$ cat config.mk
export PLATFORM = sky130hd
export DESIGN_NAME = pgtw_ctrl
export DESIGN_NICKNAME = d
export VERILOG_FILES = /design/src/rtl/pgtw_pkg.sv /design/src/rtl/pgtw_ctrl.sv
export VERILOG_INCLUDE_DIRS = /design/src /design/src/rtl
export SDC_FILE = /design/constraint.sdc
export NUM_CORES = 1
export LEC_CHECK = 0
export BUFFER_PORTS_ARGS = -buffer_cell sky130_fd_sc_hd__buf_2
export CORE_MARGIN = 2
export CORE_UTILIZATION = 55
export CTS_BUF_LIST = sky130_fd_sc_hd__clkbuf_4 sky130_fd_sc_hd__clkbuf_8
export DETAILED_ROUTE_END_ITERATION = 8
export GPL_ROUTABILITY_DRIVEN = 0
export PLACE_DENSITY = 0.94
export REMOVE_ABC_BUFFERS = 1
export SLEW_MARGIN = 20
export SYNTH_ARGS = -nofsm -noshare
export SYNTH_HDL_FRONTEND = slang
export SYNTH_SLANG_ARGS = --single-unit
$ cat constraint.sdc
create_clock -name i_clk -period 10.8 [get_ports i_clk]
set_clock_uncertainty 0.2 [all_clocks]
set_input_delay 1.62 -clock i_clk [delete_from_list [all_inputs] [get_ports i_clk]]
set_output_delay 1.62 -clock i_clk [all_outputs]
set_load 0.03 [all_outputs]
$ cat src/rtl/page_table_window_manager_defines.svh
// Assertion macros for the page table window manager.
// Used by the modules that carry concurrent checks; no other dependencies.
`ifndef PAGE_TABLE_WINDOW_MANAGER_DEFINES_SVH
`define PAGE_TABLE_WINDOW_MANAGER_DEFINES_SVH

`ifndef NO_ASSERTIONS
// Check a property on every clock edge outside reset.
`define PGTW_ASSERT(label, clk, rst_n, prop, msg) \
    label: assert property (@(posedge clk) disable iff (!rst_n) prop) else $error(msg);
// Check a property on every clock edge, reset included.
`define PGTW_ASSERT_ALWAYS(label, clk, prop, msg) \
    label: assert property (@(posedge clk) prop) else $error(msg);
`else
`define PGTW_ASSERT(label, clk, rst_n, prop, msg)
`define PGTW_ASSERT_ALWAYS(label, clk, prop, msg)
`endif

`endif

$ cat src/rtl/pgtw_pkg.sv
// Shared types and constants of the page table window manager.
// No dependencies; imported by pgtw_ctrl and the top level.
package pgtw_pkg;

    // Default table depth
    localparam int ENTRIES_DEF = 1024;

    // Window and entry layout
    localparam logic [31:0] WIN_BASE       = 32'hC000_0000;
    localparam logic [11:0] BIT_PRESENT    = 12'h001;
    localparam logic [11:0] BIT_WRITE      = 12'h002;
    localparam logic [9:0]  HEAP_START_RST = 10'd768;

    // Request codes
    localparam logic [2:0] OP_MAP        = 3'd0;
    localparam logic [2:0] OP_UNMAP      = 3'd1;
    localparam logic [2:0] OP_QUERY      = 3'd2;
    localparam logic [2:0] OP_TEMP_MAP   = 3'd3;
    localparam logic [2:0] OP_TEMP_UNMAP = 3'd4;
    localparam logic [2:0] OP_CLEAR_HEAP = 3'd5;

    // Status codes
    localparam logic [1:0] ST_OK      = 2'd0;
    localparam logic [1:0] ST_INVALID = 2'd1;
    localparam logic [1:0] ST_USED    = 2'd2;
    localparam logic [1:0] ST_EMPTY   = 2'd3;

    // Invalidation kinds
    localparam logic [1:0] FL_NONE = 2'd0;
    localparam logic [1:0] FL_PAGE = 2'd1;
    localparam logic [1:0] FL_HEAP = 2'd2;

    typedef struct packed {
        logic [2:0]  op;
        logic [31:0] lin_addr;
        logic [31:0] frame_addr;
        logic [11:0] flags;
    } t_in_word;

    typedef struct packed {
        logic [1:0]  status;
        logic        mapped;
        logic [1:0]  flush_kind;
        logic [31:0] flush_addr;
    } t_out_word;

endpackage

$ cat src/rtl/pgtw_ctrl.sv
// Request sequencer: reset clearing pass, decode, table read-modify-write, heap walk, result register.
// Depends on pgtw_pkg and drives the ports of pgtw_mem.
`include "page_table_window_manager_defines.svh"

module pgtw_ctrl #(
    parameter int ENTRIES = 1024
) (
    input  logic                       i_clk,
    input  logic                       i_rst_n,
    input  logic                       i_in_valid,
    output logic                       o_in_stall,
    input  pgtw_pkg::t_in_word         i_in,
    output logic                       o_out_valid,
    input  logic                       i_out_stall,
    output pgtw_pkg::t_out_word        o_out,
    input  logic [9:0]                 i_heap_start,
    output logic                       o_we,
    output logic [$clog2(ENTRIES)-1:0] o_waddr,
    output logic [31:0]                o_wdata,
    output logic                       o_re,
    output logic [$clog2(ENTRIES)-1:0] o_raddr,
    input  logic [31:0]                i_rdata
);
    import pgtw_pkg::*;

    localparam int IDX_W = $clog2(ENTRIES);
    localparam logic [IDX_W-1:0] TEMP_IDX  = IDX_W'(ENTRIES - 1);
    localparam logic [IDX_W-1:0] LAST_HEAP = IDX_W'(ENTRIES - 2);
    localparam logic [19:0]      TEMP_PAGE = 20'(ENTRIES - 1);
    localparam logic [12:0]      TEMP_W13  = 13'(ENTRIES - 1);
    localparam logic [31:0]      TEMP_ADDR = WIN_BASE + (32'(ENTRIES - 1) << 12);

    typedef enum logic [4:0] {
        S_CLR  = 5'b00001,
        S_IDLE = 5'b00010,
        S_EXEC = 5'b00100,
        S_WALK = 5'b01000,
        S_FIN  = 5'b10000
    } t_state;

    t_state           r_state, n_state;
    t_in_word         r_req;
    logic             r_slot_ok;
    logic [IDX_W-1:0] r_slot;
    logic [IDX_W-1:0] r_idx, n_idx;
    t_out_word        r_res, n_res;
    t_out_word        r_out;
    logic             r_out_valid, n_out_valid;

    logic             in_accept;
    logic [31:0]      in_off;
    logic [19:0]      in_page;
    logic             in_slot_ok;
    logic             out_free;
    logic             load_out;
    t_out_word        load_word;
    logic             heap_ok;
    logic [12:0]      heap_w13;
    logic             ex_we;
    logic [IDX_W-1:0] ex_waddr;
    logic [31:0]      ex_wdata;

    // Decode the incoming address into a table slot
    assign in_accept  = i_in_valid && !o_in_stall;
    assign in_off     = i_in.lin_addr - WIN_BASE;
    assign in_page    = in_off[31:12];
    assign in_slot_ok = (i_in.lin_addr[11:0] == 12'h000)
                        && (i_in.lin_addr >= WIN_BASE)
                        && (in_page < TEMP_PAGE);

    assign o_in_stall = (r_state != S_IDLE);
    assign o_re       = in_accept;
    assign o_raddr    = in_off[IDX_W+11:12];

    // Heap range check
    assign heap_w13 = 13'(i_heap_start);
    assign heap_ok  = (heap_w13 < TEMP_W13);

    // Work out the result and the table update of the held request
    always_comb begin
        n_res      = '0;
        ex_we      = 1'b0;
        ex_waddr   = r_slot;
        ex_wdata   = '0;
        case (r_req.op)
            OP_MAP: begin
                if ((r_req.frame_addr[11:0] != 12'h000) || !r_slot_ok) begin
                    n_res.status = ST_INVALID;
                end else if (i_rdata[0]) begin
                    n_res.status = ST_USED;
                end else begin
                    ex_we            = 1'b1;
                    ex_wdata         = {r_req.frame_addr[31:12], r_req.flags | BIT_PRESENT};
                    n_res.flush_kind = FL_PAGE;
                    n_res.flush_addr = r_req.lin_addr;
                end
            end
            OP_UNMAP: begin
                if (!r_slot_ok) begin
                    n_res.status = ST_INVALID;
                end else if (!i_rdata[0]) begin
                    n_res.status = ST_EMPTY;
                end else begin
                    ex_we            = 1'b1;
                    n_res.flush_kind = FL_PAGE;
                    n_res.flush_addr = r_req.lin_addr;
                end
            end
            OP_QUERY: begin
                n_res.mapped = r_slot_ok && i_rdata[0];
            end
            OP_TEMP_MAP: begin
                ex_we            = 1'b1;
                ex_waddr         = TEMP_IDX;
                ex_wdata         = {r_req.frame_addr[31:12], BIT_PRESENT | BIT_WRITE};
                n_res.flush_kind = FL_PAGE;
                n_res.flush_addr = TEMP_ADDR;
            end
            OP_TEMP_UNMAP: begin
                ex_we            = 1'b1;
                ex_waddr         = TEMP_IDX;
                n_res.flush_kind = FL_PAGE;
                n_res.flush_addr = TEMP_ADDR;
            end
            OP_CLEAR_HEAP: begin
                if (heap_ok) begin
                    n_res.flush_kind = FL_HEAP;
                    n_res.flush_addr = WIN_BASE + (32'(i_heap_start) << 12);
                end
            end
            default: begin
                n_res.status = ST_INVALID;
            end
        endcase
    end

    // Memory write port: clearing pass, heap walk or single-entry update
    always_comb begin
        o_we    = 1'b0;
        o_waddr = r_idx;
        o_wdata = '0;
        case (r_state)
            S_CLR, S_WALK: begin
                o_we = 1'b1;
            end
            S_EXEC: begin
                o_we    = ex_we;
                o_waddr = ex_waddr;
                o_wdata = ex_wdata;
            end
            default: begin
                o_we = 1'b0;
            end
        endcase
    end

    // Sequencer
    assign out_free = !r_out_valid || !i_out_stall;

    always_comb begin
        n_state   = r_state;
        n_idx     = r_idx;
        load_out  = 1'b0;
        load_word = r_res;
        case (r_state)
            S_CLR: begin
                n_idx = r_idx + 1'b1;
                if (r_idx == TEMP_IDX) begin
                    n_state = S_IDLE;
                end
            end
            S_IDLE: begin
                if (in_accept) begin
                    n_state = S_EXEC;
                end
            end
            S_EXEC: begin
                if ((r_req.op == OP_CLEAR_HEAP) && heap_ok) begin
                    n_idx   = heap_w13[IDX_W-1:0];
                    n_state = S_WALK;
                end else if (out_free) begin
                    load_out  = 1'b1;
                    load_word = n_res;
                    n_state   = S_IDLE;
                end else begin
                    n_state = S_FIN;
                end
            end
            S_WALK: begin
                n_idx = r_idx + 1'b1;
                if (r_idx == LAST_HEAP) begin
                    n_state = S_FIN;
                end
            end
            S_FIN: begin
                if (out_free) begin
                    load_out = 1'b1;
                    n_state  = S_IDLE;
                end
            end
            default: begin
                n_state = S_IDLE;
            end
        endcase
    end

    assign n_out_valid = load_out ? 1'b1 : (i_out_stall ? r_out_valid : 1'b0);

    // Control registers
    always_ff @(posedge i_clk) begin
        if (!i_rst_n) begin
            r_state     <= S_CLR;
            r_idx       <= '0;
            r_out_valid <= 1'b0;
        end else begin
            r_state     <= n_state;
            r_idx       <= n_idx;
            r_out_valid <= n_out_valid;
        end
    end

    // Hold the request, the result and the output word
    always_ff @(posedge i_clk) begin
        if (in_accept) begin
            r_req     <= i_in;
            r_slot_ok <= in_slot_ok;
            r_slot    <= in_off[IDX_W+11:12];
        end
        if (r_state == S_EXEC) begin
            r_res <= n_res;
        end
        if (load_out) begin
            r_out <= load_word;
        end
    end

    assign o_out_valid = r_out_valid;
    assign o_out       = r_out;

    `PGTW_ASSERT(a_no_write_on_accept, i_clk, i_rst_n, in_accept |-> !o_we, "write during accept")
    `PGTW_ASSERT(a_accept_to_exec, i_clk, i_rst_n, in_accept |=> (r_state == S_EXEC), "no exec")
    `PGTW_ASSERT(a_walk_temp, i_clk, i_rst_n, r_state == S_WALK |-> r_idx != TEMP_IDX, "temp hit")
    `PGTW_ASSERT(a_out_hold, i_clk, i_rst_n, r_out_valid && i_out_stall |=> r_out_valid, "lost")

endmodule

Yosys cells after proc, flatten, opt, wreduce, memory -nomap -nowiden
Cells that the tools add are included.

cells by class
  div/mod/pow operators = 0
  multiplexer cells = 41
  $lt $le $gt $ge = 3
  bitwise logic cells = 0
  add/subtract/negate cells = 3
  multipliers = 0
  equality and inequality tests = 19
  shift operators = 0
  reductions and logical operators = 20

operators by type and width
  cell                    count
  $pmux 34 s4             1
  $mux 33                 4
  $mux 37                 3
  $mux 32                 3
  $pmux 32 s2             1
  $mux 34                 1
  $add 31x23->32 const A  1
  $ge 32x32->1 const B    1
  $sub 32x32->32 const B  1
  $mux 10                 3
  $mux 5                  6
  $pmux 5 s5              1
  $eq 10x10->1 const B    2
  $lt 20x10->1 const B    1
  $pmux 10 s2             1
  $logic_not 12->1        1
  $reduce_bool 12->1      1
  $add 10x1->10 const B   1
  $lt 10x10->1 const B    1
  $ne 2x2->1 const B      5
  $mux 1                  9
  $mux 2                  4
  $eq 3x2->1 const B      2
  $eq 3x3->1 const B      2
  20 further kinds        30

word-level totals
  bits of input ports = 125
  word-level logic and storage cells = 103
  bits in latches = 0
  memory bits (read-only) = 0
  bits in writable memories = 0
  memories kept = 0
  output and inout port bits = 93
  bits in registers = 180

Logic depth before layout (Yosys ltp)
Gate-level depths: netlist of the first run.

  word-level depth = 7
  mapped depth = 9
  gate-level depth less buffers = 7

Least setup slack after synthesis of the first run
Ideal clock, no wire load.

  path kind = in2out
  from = input i_in_valid
  to = output o_re
  setup slack = 5.323 ns
  path buffers = 0
  stages on the path = 1
  required time = 8.980 ns
  arrival = 3.657 ns
  cells stage by stage = and2_1

on the way
  cells in the longest elaborated chain, start to end = 1

ends and longest elaborated chain
  element            line             text
  from (decl)        pgtw_ctrl.sv:10  input logic i_in_valid,
  $logic_and 1x1->1  pgtw_ctrl.sv:64  assign in_accept = i_in_valid && !o_in_stall;
  to (decl)          pgtw_ctrl.sv:20  output logic o_re,

Every way passes these cells.

Worst setup path in the final report of the first run
  from = input i_rdata[0]
  to = output o_we

on the way
  cells in the longest elaborated chain, start to end = 4

ends and longest elaborated chain
  element                           line                               text
  from (decl)                       pgtw_ctrl.sv:22                    input logic [31:0] i_rdata
  $mux 1, on equally long branches  pgtw_ctrl.sv:101, pgtw_ctrl.sv:89
  $mux 1, on equally long branches  pgtw_ctrl.sv:99, pgtw_ctrl.sv:87
  $pmux 1 s3 (*)                    pgtw_ctrl.sv:85                    case (r_req.op)
  $pmux 1 s2 (*)                    pgtw_ctrl.sv:142                   case (r_state)
  to (decl)                         pgtw_ctrl.sv:17                    output logic o_we,

Every way passes the cells marked *; elsewhere a longest branch is shown, timed or not.

==> results of run 1 <==
==> sequential cells by signal, summed over array words and instances, names as in the netlist <==
register     flops
o_out           37
o_out_valid      1
r_idx           10
r_req           78
r_res           37
r_slot_ok        1
r_state          5
==> stage by stage <==
stage,instances,worst slack (ns),instance area [um^2]
6_report,870,5.672,8512
5_1_grt,870,5.511,8512
4_1_cts,869,5.623,8484
3_5_place_dp,837,5.627,8135
3_3_place_gp,837,5.614,8135
2_1_floorplan,477,5.323,6943
==> power breakdown <==
part / internal [W] / total, W / switching (W)
Combinational: 0.0000170 / 0.0000388 / 0.0000218
Sequential: 0.000707 / 0.000709 / 0.00000165
Clock: 0.000182 / 0.000398 / 0.000216
==> cells by family after synthesis <==
family | after synthesis
AND/OR/NAND/NOR | 176
AO/OA/AOI/OAI | 88
XOR/XNOR | 4
multiplexers | 29
flip-flops | 169
buffers and inverters | 41
adder cells (fa/ha/maj) | 2
==> per-layer routing <==
metal	up-vias	share of wire, %	GRT usage, %
met3	49	8.6	6.153
met2	294	49	37.97
met5	-	0	0
met1	2349	39	30.02
li1	2263	-	-
met4	0	3.2	10.54
==> critical path: stages <==
cell                       delay, ns
sky130_fd_sc_hd__buf_2          0.18
sky130_fd_sc_hd__o31ai_4        0.89
sky130_fd_sc_hd__o311ai_0       0.28
sky130_fd_sc_hd__nand2_1        0.13
sky130_fd_sc_hd__buf_2          0.20
==> cells in the final DEF, fill, tap and decap left out, drive strengths merged, types with 3 or more instances in the layout <==
cell type,count
nand4,11
and2,54
or3b,4
clkinv,5
nor2,21
inv,8
nor4,5
clkinvlp,4
or3,5
clkbuf,24
edfxtp,153
nor3,11
nand3b,3
dfxtp,16
o22a,9
a21o,12
o21ai,15
mux2,28
nand3,6
a211oi,3
xnor2,3
a21oi,25
buf,189
a31oi,9
nand2,41
==> cell usage after synthesis, types with 2 or more instances <==
master,count,area [um^2]
sky130_fd_sc_hd__nand3_1,5,25.02
sky130_fd_sc_hd__a21o_1,12,90.09
sky130_fd_sc_hd__nor3_1,11,55.05
sky130_fd_sc_hd__buf_6,3,33.78
sky130_fd_sc_hd__nor2_2,2,12.51
sky130_fd_sc_hd__nand3b_1,3,22.52
sky130_fd_sc_hd__mux2_2,27,304.0
sky130_fd_sc_hd__or3_1,4,25.02
sky130_fd_sc_hd__buf_4,16,120.1
sky130_fd_sc_hd__nand4_1,10,62.56
sky130_fd_sc_hd__a31oi_1,9,56.30
sky130_fd_sc_hd__buf_2,5,25.02
sky130_fd_sc_hd__buf_1,2,7.510
sky130_fd_sc_hd__dfxtp_1,16,320.3
sky130_fd_sc_hd__clkbuf_2,2,10.01
sky130_fd_sc_hd__or4_1,2,15.01
sky130_fd_sc_hd__clkbuf_1,4,15.01
sky130_fd_sc_hd__o22a_1,9,78.83
sky130_fd_sc_hd__or2_2,2,12.51
sky130_fd_sc_hd__a21oi_1,24,120.1
sky130_fd_sc_hd__nand2b_1,2,12.51
sky130_fd_sc_hd__or3b_2,4,35.03
sky130_fd_sc_hd__and2_2,2,15.01
sky130_fd_sc_hd__o21ai_0,14,70.07
sky130_fd_sc_hd__ha_1,2,25.02
sky130_fd_sc_hd__nor2_1,18,67.56
sky130_fd_sc_hd__xnor2_1,3,26.28
sky130_fd_sc_hd__edfxtp_1,153,4594
sky130_fd_sc_hd__a211oi_1,3,22.52
sky130_fd_sc_hd__nor4_1,5,31.28
sky130_fd_sc_hd__and3_1,2,12.51
sky130_fd_sc_hd__and2_1,52,325.3
sky130_fd_sc_hd__inv_1,7,26.28
sky130_fd_sc_hd__nand2_1,41,153.9
sky130_fd_sc_hd__o311ai_0,2,17.52
==> cell type report <==
| cell class | instances | area share, % |
|---|---|---|
| inverters | 9 | 0.3969 |
| well taps | 172 | 2.528 |
| repair buffers | 189 | 11.47 |
| clock inverters | 8 | 0.5880 |
| flip-flops and latches | 169 | 57.74 |
| clock buffers | 24 | 3.513 |
| multi-input cells | 299 | 23.77 |
==> worst max-delay path by stage <==
stage / from / endpoint / slack [ns] / cells past startpoint
floorplan: i_in_valid / o_re / 5.32 / 1
global placement: i_rdata[0] / o_we / 5.61 / 5
detailed placement: i_rdata[0] / o_we / 5.63 / 5
CTS: i_rdata[0] / o_we / 5.62 / 5
global route: i_rdata[0] / o_we / 5.51 / 5
finish: i_rdata[0] / o_we / 5.67 / 5
==> impl.org, run 1 <==
** Critical path
- Worst reg2reg setup slack :: 7.68 ns
- Signal arrival time at the worst endpoint :: between 3 and 4 ns
- Required time reported for the critical path endpoint :: about 9 ns
- The endpoint identified for the worst register-to-register timing path is o_out[11].
- Critical path start-end classification :: primary input to output pin
- Endpoint kind of the worst setup timing path :: output pin
- For the worst flop-to-flop path, the logic depth is 5.
- Reg2Reg Launch Point :: r_req[77]
- Along the worst path, the maximum fanout reaches 29.
- STA classifies the critical path startpoint as a primary input.

** Floorplanning
- Initial standard-cell utilization of the core :: a little under three fifths
- In this run the horizontal extent of the chip is 118.1 um.
- After floorplanning, the core was sized to cover 12670 um^2.
- The floorplan has 41 rows.
- approximately 220 I/O pins were placed.
- The floorplan step defined a die boundary enclosing around 14000 um^2.
- Height of the chip :: 118.1 um

** Global routing
- Global routing used a little under a quarter of the available tracks across all layers.
- Global-route wire length before repair :: around 25000 um
- The number of antenna violations at the first check in global routing is 0.
- Global routing finished with a remaining overflow of 0.
- The number of global-route vias before repair came to between 4000 and 5000.
- Entering global routing, the biggest net connects 80 pins.

** Placed design
- Total of buffers placed on input and output ports :: about 190
- Half-perimeter wire length of the detailed placement result :: 11210 um

** Drt
- Average wire length per cell after detail routing :: around 18 um
- Antenna Nets Post-Route :: 0
- In the routed design, unresolved DRC markers number 0.
- Detailed Route Iter0 Violations :: about 580
- Total length of routed wires :: approximately 16000 um
- Vias/cell :: between 5 and 6
- For this block, the via count after detailed routing is 4955.
- For this run, the detailed router's first-pass iteration total came to 5.

** Clock network
- TritonCTS clock tree :: done
- The number of hold buffers added after CTS was 0.
- Clock-pin slew was measured on the worst setup and hold paths at about 0.08 ns.
- Inserted Clock Buffers :: 17
- CTS saw between 150 and 200 sinks.
- For the worst-skew pair, the clock arrives at the later sink with an insertion delay of between 0.4 and 0.5 ns.
- The longest clock path from root to sink contains 2 buffers.
- Number of buffers inserted by post-CTS setup repair :: 0
- Cts repair resizes :: 0
- Root cell of the clock tree :: sky130_fd_sc_hd__clkbuf_8
- CTS built an H-tree with a depth of 4.

** STA
- Final period util :: between 40% and 50%
- Post-Route Hold Slack :: ~0.33 ns
- Setup violations remaining at the end of the flow were counted as 0.
- Maximum frequency from static timing analysis :: 0.1950 GHz
- The total count of max-transition violations in the final report came to 0.
- The total count of hold-check failures in the final report was 0.
- Actual transition at the worst max-transition pin :: 1.042 ns
- Setup repair after global routing left no endpoint under its margin.
- Max-slew headroom at the worst pin :: between 30% and 40%
- Final Critical Period :: a little over 5 ns
- Setup TNS :: 0 ns

** Logic synthesis
- After synthesis, flip-flops and latches occupy about 70% of the total area.
- Mux cell area share after synthesis :: under 10%
- Summing the areas of all fa, ha and maj instances in the mapped netlist gives less than 1% of the synthesized area.
- Compound-cell area share of the yosys netlist :: about 8.4%
- A synthesized cell averages between 10 and 15 um^2.
- Synthesis produced about 500 cells.
- Largest family of logic cells by synthesized area :: simple AND/OR/NAND/NOR gates
- Leading register cell type out of synthesis :: sky130_fd_sc_hd__edfxtp_1
- For this run, the number of Yosys warnings is 0.
- Of the total synthesized cell area, the portion taken by XOR and XNOR cells is less than 1%.
- In this run, synthesis produced a sequential element count of ~170.
- The synthesized design contains about 150 enable-type register cells.
- Ys async rst share :: 0%
- The synthesized netlist devotes approximately 14% of its cell area to simple gates.
- Number of distinct library cells after synthesis :: between 60 and 70
- Post-synthesis cell area :: ~7200 um^2

** Final layout
- Total number of nets in the final design :: about 800
- The repair_antennas step left the layout with diodes totalling 0.
- Multi-input combinational cell area :: about 2000 um^2
- Ratio of cells with drive above 1 in the final layout :: 38.68%
- Finished Core Util :: 67.18%
- FF+latch area :: 4915 um^2
- Relative to the synthesized area, the layout overhead comes to 18.98%.
- Fill cells in the final layout number 913.

** Job
- Max_cap viols :: 0

** Power
- IR analysis of the VDD net gives a maximum drop of around 110 uV.
- Leakage power :: roughly 3.3 nW
- Power comes to 0.001146 W.
- Total power density per cell area :: 134.6 nW/um^2

** Hold path
- The worst hold path belongs to the class flip-flop to flip-flop.
- For hold timing, the worst endpoint is o_out[33].
- Along the worst hold path, the cell count comes to 1.
- In this run the most critical hold path is launched from r_res[33].

** Status
- The run finished with clean final reports.
(Power assumes the default switching activity.)
==> inputs of run 2 (changes only) <==
--- a/config.mk
+++ b/config.mk
@@ -8,11 +8,11 @@
 export LEC_CHECK = 0
 export BUFFER_PORTS_ARGS = -buffer_cell sky130_fd_sc_hd__buf_2
 export CORE_MARGIN = 2
-export CORE_UTILIZATION = 55
+export CORE_UTILIZATION = 53
 export CTS_BUF_LIST = sky130_fd_sc_hd__clkbuf_4 sky130_fd_sc_hd__clkbuf_8
 export DETAILED_ROUTE_END_ITERATION = 8
 export GPL_ROUTABILITY_DRIVEN = 0
-export PLACE_DENSITY = 0.94
+export PLACE_DENSITY = 0.91
 export REMOVE_ABC_BUFFERS = 1
 export SLEW_MARGIN = 20
 export SYNTH_ARGS = -nofsm -noshare
==> constraint.sdc (replaced) <==
create_clock -name i_clk -period 4.8 [get_ports i_clk]
set_clock_uncertainty 0.2 [all_clocks]
set_input_delay 0.72 -clock i_clk [delete_from_list [all_inputs] [get_ports i_clk]]
set_output_delay 0.72 -clock i_clk [all_outputs]
set_load 0.03 [all_outputs]
==> impl.org, run 2 (same netlist as run 1, synthesis figures left out) <==
** Critical path
- Setup crit start kind :: flip-flop
- Maximum cell stage delay along the critical path :: approximately 0.60 ns
- The worst setup path is captured at an output pin.
- Together, buffers and inverters on the worst path number 1.
- Cell type group with the largest total delay on the critical path :: simple AND/OR/NAND/NOR gates
- Data on the critical path is required at its endpoint by just under 4 ns.
- Reg2Reg Launch Point :: r_req[77]
- The critical path is of the flip-flop to output pin type.
- STA puts the critical path data arrival time at between 2 and 3 ns.
- Among all stages on the critical path, the largest delay is contributed by sky130_fd_sc_hd__edfxtp_1.
- Maximum fanout along the worst path :: 21
- The signal on the critical path passes through or3_1, or3_4, a21oi_4, and2_1, buf_2.
- Launching element of the worst setup path :: r_req[77]

** Drt
- After detailed routing, the number of remaining DRC violations is 0.
- Number of search-and-repair iterations in the first detailed-routing pass :: 5
- Dividing the detail-routed via count by the number of cells gives 5.677.
- After detailed routing, the average wire length per cell comes to approximately 18 um.
- Detailed Route Iter0 Violations :: between 500 and 600
- Antenna Nets Post-Route :: 0
- For this block, the via count after detailed routing is approximately 5000.
- The routed design has between 15000 and 20000 um of wire.

** STA
- The worst pin sits at a relative slew slack of between 40 and 50%.
- Slew Limit Fails :: 0
- Adding up every negative setup slack in the final design gives 0 ns.
- Final period util :: between 70 and 80%
- Post-Route Hold Slack :: 0.2427 ns
- Subtracting the final worst setup slack from the clock period gives approximately 3.7 ns.
- Setup violations remaining at the end of the flow were counted as 0.
- The total count of hold-check failures in the final report came to 0.
- Setup repair after global routing left no endpoint under its margin.
- Derived from the worst setup path, the maximum achievable clock frequency is 0.2685 GHz.
- Actual transition at the worst max-transition pin :: around 0.82 ns

** Clock network
- TritonCTS clock tree :: done
- Maximum buffer depth of the clock tree :: 2
- Clock tree synthesis inserted a total of 17 buffers.
- Clock Sink Count :: 169
- CTS Hold Bufs :: 0
- Clock latency at the later pin of the worst-skew pair :: 0.44 ns
- Number of buffers inserted by post-CTS setup repair :: 0
- The tree is rooted in a sky130_fd_sc_hd__clkbuf_8.
- Cts repair resizes :: 0
- Clock-pin slew was measured on the worst setup and hold paths at 0.09 ns.
- Total number of H-tree levels :: 4

** Global routing
- Overflow after GRT :: 0
- The number of global-route vias before repair came to between 4000 and 5000.
- The first global-routing pass estimated roughly 24000 um of wire.
- Entering global routing, the biggest net connects 58 pins.
- Global routing consumed, over all layers together, 22.15% of the routing resources.
- The number of antenna violations at the first check in global routing came to 0.

** Final layout
- Ratio of cells with drive above 1 in the final layout :: about two fifths
- The register with the most flip-flops in the layout has 78 of them.
- Top register by number of flip-flops :: r_req
- Compared with the post-synthesis result, the final layout area differs by 19.62%.
- The library cell used most frequently in the layout, excluding fill and tap cells, is sky130_fd_sc_hd__buf_2.
- At the end of the flow, the number of nets in the layout was ~810.
- 0 antenna diodes ended up in the layout.
- In the layout the commonest cells are 185 x sky130_fd_sc_hd__buf_2, 153 x sky130_fd_sc_hd__edfxtp_1, 51 x sky130_fd_sc_hd__and2_1.
- Number of fillers in the final layout :: 944

** Placed design
- Total of buffers placed on input and output ports :: around 190
- Half-perimeter wire length of the detailed placement result :: ~11000 um

** Floorplanning
- In this run the core area contains 42 standard-cell rows.
- Area enclosed by the die boundary :: 14440 um^2
- The floorplan step set the die height to roughly 120 um.
- Width of the die :: 120.2 um
- Pin placement for this block handled 218 I/O pins.
- Core Region :: 13190 um^2
- The initial utilization of the core area, before any placement, comes to ~54%.

** Power
- Total power density per cell area :: 312.2 nW/um^2
- IR analysis of the VDD net gives a maximum drop of about 210 uV.
- Leakage power :: roughly 3.3 nW
- The completed layout was analyzed and its total power is between 0.002 and 0.003 W.

** Hold path
- The worst hold path begins at i_in[2].
- The min-delay analysis places its worst path in the category primary input to flip-flop.

** Status
- The run finished with clean final reports.

** Job
- Max_cap viols :: 0
run 2: cell types whose count changed in the layout (fill, tap and decap cells not counted):
cell	before	now
sky130_fd_sc_hd__clkinv_4	0	3
sky130_fd_sc_hd__clkbuf_4	5	2
sky130_fd_sc_hd__clkbuf_8	19	17
sky130_fd_sc_hd__clkinv_1	1	2
sky130_fd_sc_hd__clkinv_2	4	0
sky130_fd_sc_hd__buf_16	1	0
sky130_fd_sc_hd__buf_4	3	6
sky130_fd_sc_hd__inv_6	0	3
sky130_fd_sc_hd__bufinv_16	0	2
run 2: metal layers:
metal  track usage (%)  up-vias  part of all wire [%]
li1                  -     2260                     -
met1             28.09     2335                    39
met3             5.896       57                    10
met5                 0        -                     0
met2             35.94      321                    47
met4             9.926        0                   3.3
run 2: worst paths after layout:
check / slack (ns) / endpoint / cells past startpoint
max: 1.08 / o_wdata[29] / 5
min: 0.24 / r_req[2] / 1
max reg2reg: 1.76 / o_out[3] / 6
min reg2reg: 0.34 / o_out[34] / 2
run 2: metrics by stage:
stage	std cells	utilization [%]	setup WS, ns	area [um^2]
global route	876	64.88	0.8704	8558
CTS	876	64.88	1.039	8558
global placement	844	61.89	1.587	8163
floorplan	477	-	0.8566	6943
detailed placement	844	61.89	1.513	8163
finish	876	64.88	1.076	8558
run 2: final cells by class:
class                      instances  area [um^2]  share of cell area, %
inverter                           9        33.78                 0.3947
multi-input combinational        299         2023                  23.64
timing repair buffer             191        970.9                  11.35
sequential                       169         4915                  57.43
tap                              176        220.2                  2.573
clock inverter                    13        146.4                  1.711
clock buffer                      19        249.0                  2.909
run 2: power by group:
part	internal (W)	switching (W)	leakage, nW
logic	0.0000383	0.0000480	1.62
registers	0.00159	0.00000350	1.53
clock network	0.000478	0.000513	0.188
==> inputs of run 3 (changes only) <==
==> constraint.sdc (replaced) <==
create_clock -name i_clk -period 3.7 [get_ports i_clk]
set_clock_uncertainty 0.2 [all_clocks]
set_input_delay 0.555 -clock i_clk [delete_from_list [all_inputs] [get_ports i_clk]]
set_output_delay 0.555 -clock i_clk [all_outputs]
set_load 0.03 [all_outputs]
==> impl.org, run 3 (same netlist as run 1, synthesis figures left out) <==
** STA
- The total count of max-transition violations in the final report came to 0.
- Unrepaired setup endpoints after global routing :: false
- Measured against its own limit, the worst slew margin works out to between 50% and 60%.
- Setup violations remaining at the end of the flow were counted as 0.
- Final Critical Period :: around 3.5 ns
- In the finished design, the share of the clock period the worst path needs comes to a little over nine tenths.
- The total count of hold-check failures in the final report was 0.
- Actual transition at the worst max-transition pin :: slightly above 0.7 ns
- Maximum frequency from static timing analysis :: 0.2853 GHz
- Post-Route Hold Slack :: 0.09202 ns

** Critical path
- The signal on the critical path passes through or3_1, or3_4, a21oi_4, and2_1, buf_2.
- Among all stages on the critical path, the largest delay is contributed by sky130_fd_sc_hd__edfxtp_1.
- Required time reported for the critical path endpoint :: 2.94 ns
- Signal arrival time at the worst endpoint :: roughly 2.8 ns
- In this run the worst path has a maximum fanout of 21.
- Maximum cell stage delay along the critical path :: roughly 0.59 ns
- The worst setup path is of the flip-flop to output pin kind.
- The worst setup path is launched from a flip-flop.
- Endpoint kind of the worst setup timing path :: output pin
- The setup check on the worst reg-to-reg path leaves a slack of around 1.1 ns.

** Drt
- The final layout contains routed wiring with a total length of 15670 um.
- Average wire length per cell after detail routing :: about 18 um
- For this block, the via count after detailed routing is 4890.
- The first routing iteration left slightly above 600 violations.
- Using the TritonRoute via totals, the vias-per-cell ratio works out to 5.595.
- Number of search-and-repair iterations in the first detailed-routing pass :: 7
- After detailed routing, the number of remaining DRC violations is 0.
- Antenna Nets Post-Route :: 0

** Global routing
- The number of antenna violations at the first check in global routing came to 0.
- Global-route wire length before repair :: between 20000 and 25000 um
- The number of global-route vias before repair was ~4700.
- For this run, the total global-route usage over all layers was measured as about 22%.
- Maximum number of pins on one net before global-route repair :: between 40 and 50
- Overflow after GRT :: 0

** Clock network
- For this design, the sink count on the clock tree is approximately 170.
- Total number of H-tree levels :: 4
- CTS Hold Bufs :: 0
- Inserted Clock Buffers :: 17
- Counting along the longest clock path gives a buffer depth of 2.
- TritonCTS built the clock tree.
- Register clock-pin slew on the reported worst setup and hold paths :: approximately 0.08 ns
- Root cell of the clock tree :: sky130_fd_sc_hd__clkbuf_8
- For the worst-skew pair, the clock arrives at the later sink with an insertion delay of ~0.43 ns.

** Power
- Clock power share :: 34.1%
- Tot Pwr :: about 0.0033 W
- The internal portion of the total power is ~0.0026 W.
- Across the VDD grid, the largest voltage drop is approximately 260 uV.
- Total power density per cell area :: roughly 400 nW/um^2
- The share of total power dissipated in combinational logic is under 10%.
- In this run the static leakage power is between 3 and 4 nW.
- Of the total power, the share spent switching nets is between 20 and 25%.
- The share of total power dissipated in sequential elements is 62.5%.
- For this design the total switching power over the nets is just under 0.0007 W.

** Floorplanning
- The core region is 13190 um^2.
- Area enclosed by the die boundary :: between 10000 and 15000 um^2
- Width of the die :: roughly 120 um
- The initial utilization of the core area, before any placement, comes to 54.24%.
- The die is ~120 um tall.
- ~220 I/O pins were placed.
- The initialized floorplan defines 42 standard-cell rows.

** Final layout
- Top register by number of flip-flops :: r_req
- The layout has slightly below 1000 filler cells.
- 0 antenna diodes ended up in the layout.
- In the final layout, the multi-input gates occupy about 2000 um^2.
- The post-route netlist has roughly two fifths of its cells at a drive strength greater than 1.
- The final layout contains 814 nets.
- Number of flip-flops under the largest register name :: 78
- Most frequent standard cell in the layout excluding fill and tap cells :: sky130_fd_sc_hd__buf_2
- Leaving out fill and tap cells, the most frequent cells in the layout are 185 x sky130_fd_sc_hd__buf_2, 153 x sky130_fd_sc_hd__edfxtp_1, 51 x sky130_fd_sc_hd__and2_1.
- Area Growth Syn to Fin :: 19.12%
- The sequential cells in the finished layout cover a total of 4915 um^2.

** Hold path
- Min-Delay Path Class :: primary input to flip-flop

** Placed design
- Half-perimeter wire length of the detailed placement result :: between 10000 and 15000 um
- Total of buffers placed on input and output ports :: about 190

** Status
- The run finished with clean final reports.

** Job
- Max_cap viols :: 0
[run 3: changes by cell type in the layout (fill, tap and decap cells not counted), moves of 2 or more]
cell | before | now
sky130_fd_sc_hd__buf_4 | 6 | 4
sky130_fd_sc_hd__clkinvlp_4 | 4 | 2
sky130_fd_sc_hd__clkinv_2 | 0 | 6
sky130_fd_sc_hd__inv_6 | 3 | 0
sky130_fd_sc_hd__clkinv_1 | 2 | 4
sky130_fd_sc_hd__clkinv_4 | 3 | 0
sky130_fd_sc_hd__buf_12 | 0 | 2
[run 3: area by class of cell]
cell class | count | share of cell area [%]
clock buffer | 18 | 2.834
clock inverter | 12 | 1.013
inverter | 9 | 0.3964
multi-input combinational | 299 | 23.81
sequential | 169 | 57.67
tap | 176 | 2.584
timing repair buffer | 191 | 11.69
[run 3: stage by stage]
| step | cells | TNS (ns) | instance area (um^2) | setup slack, ns | utilization, % |
|---|---|---|---|---|---|
| 2_1_floorplan | 477 | -2.917 | 6943 | -0.07845 | - |
| 3_3_place_gp | 844 | 0 | 8188 | 0.7358 | 62.08 |
| 3_5_place_dp | 844 | 0 | 8188 | 0.6590 | 62.08 |
| 4_1_cts | 874 | 0 | 8516 | 0.1230 | 64.56 |
| 5_1_grt | 874 | 0 | 8522 | 0.006702 | 64.61 |
| 6_report | 874 | 0 | 8522 | 0.1950 | 64.61 |
[run 3: what timing repair did]
action	4_1_cts	5_1_grt
setup endpoints to repair	0	9
gates resized for setup	0	1
hold endpoints to repair	0	0
setup buffers	0	0
[run 3: worst paths after layout]
kind | from | to | cells past startpoint
max | r_req[77] | o_wdata[23] | 5
min | i_in[33] | r_req[33] | 1
max reg2reg | r_req[77] | o_out[21] | 6
min reg2reg | r_res[33] | o_out[33] | 1
[run 3: power groups by stage]
stage / Clock [W] / Sequential (W) / Combinational [W]
after floorplan: 0 / 0.00211 / 0.0000223
after global placement: 0 / 0.00211 / 0.000107
after detailed placement: 0 / 0.00211 / 0.000112
after CTS: 0.00116 / 0.00207 / 0.000112
after global routing: 0.00124 / 0.00207 / 0.000120
final: 0.00113 / 0.00207 / 0.000113
[run 3: per-layer routing]
layer	vias to the layer above	routed length (um)	GRT usage [%]	share of wire (%)
met3	64	1513	5.896	9.7
met5	-	0	0	0
li1	2260	-	-	-
met1	2241	6191	28.39	40
met4	0	566	9.559	3.6
met2	325	7395	35.37	47
[run 3: critical path: cells and delay by family (launching register included)]
kind | cells | cell delay, ns
compound gates | 1 | 0.39
buf+inv | 1 | 0.20
flops | 1 | 0.59
simple gates | 3 | 1.13
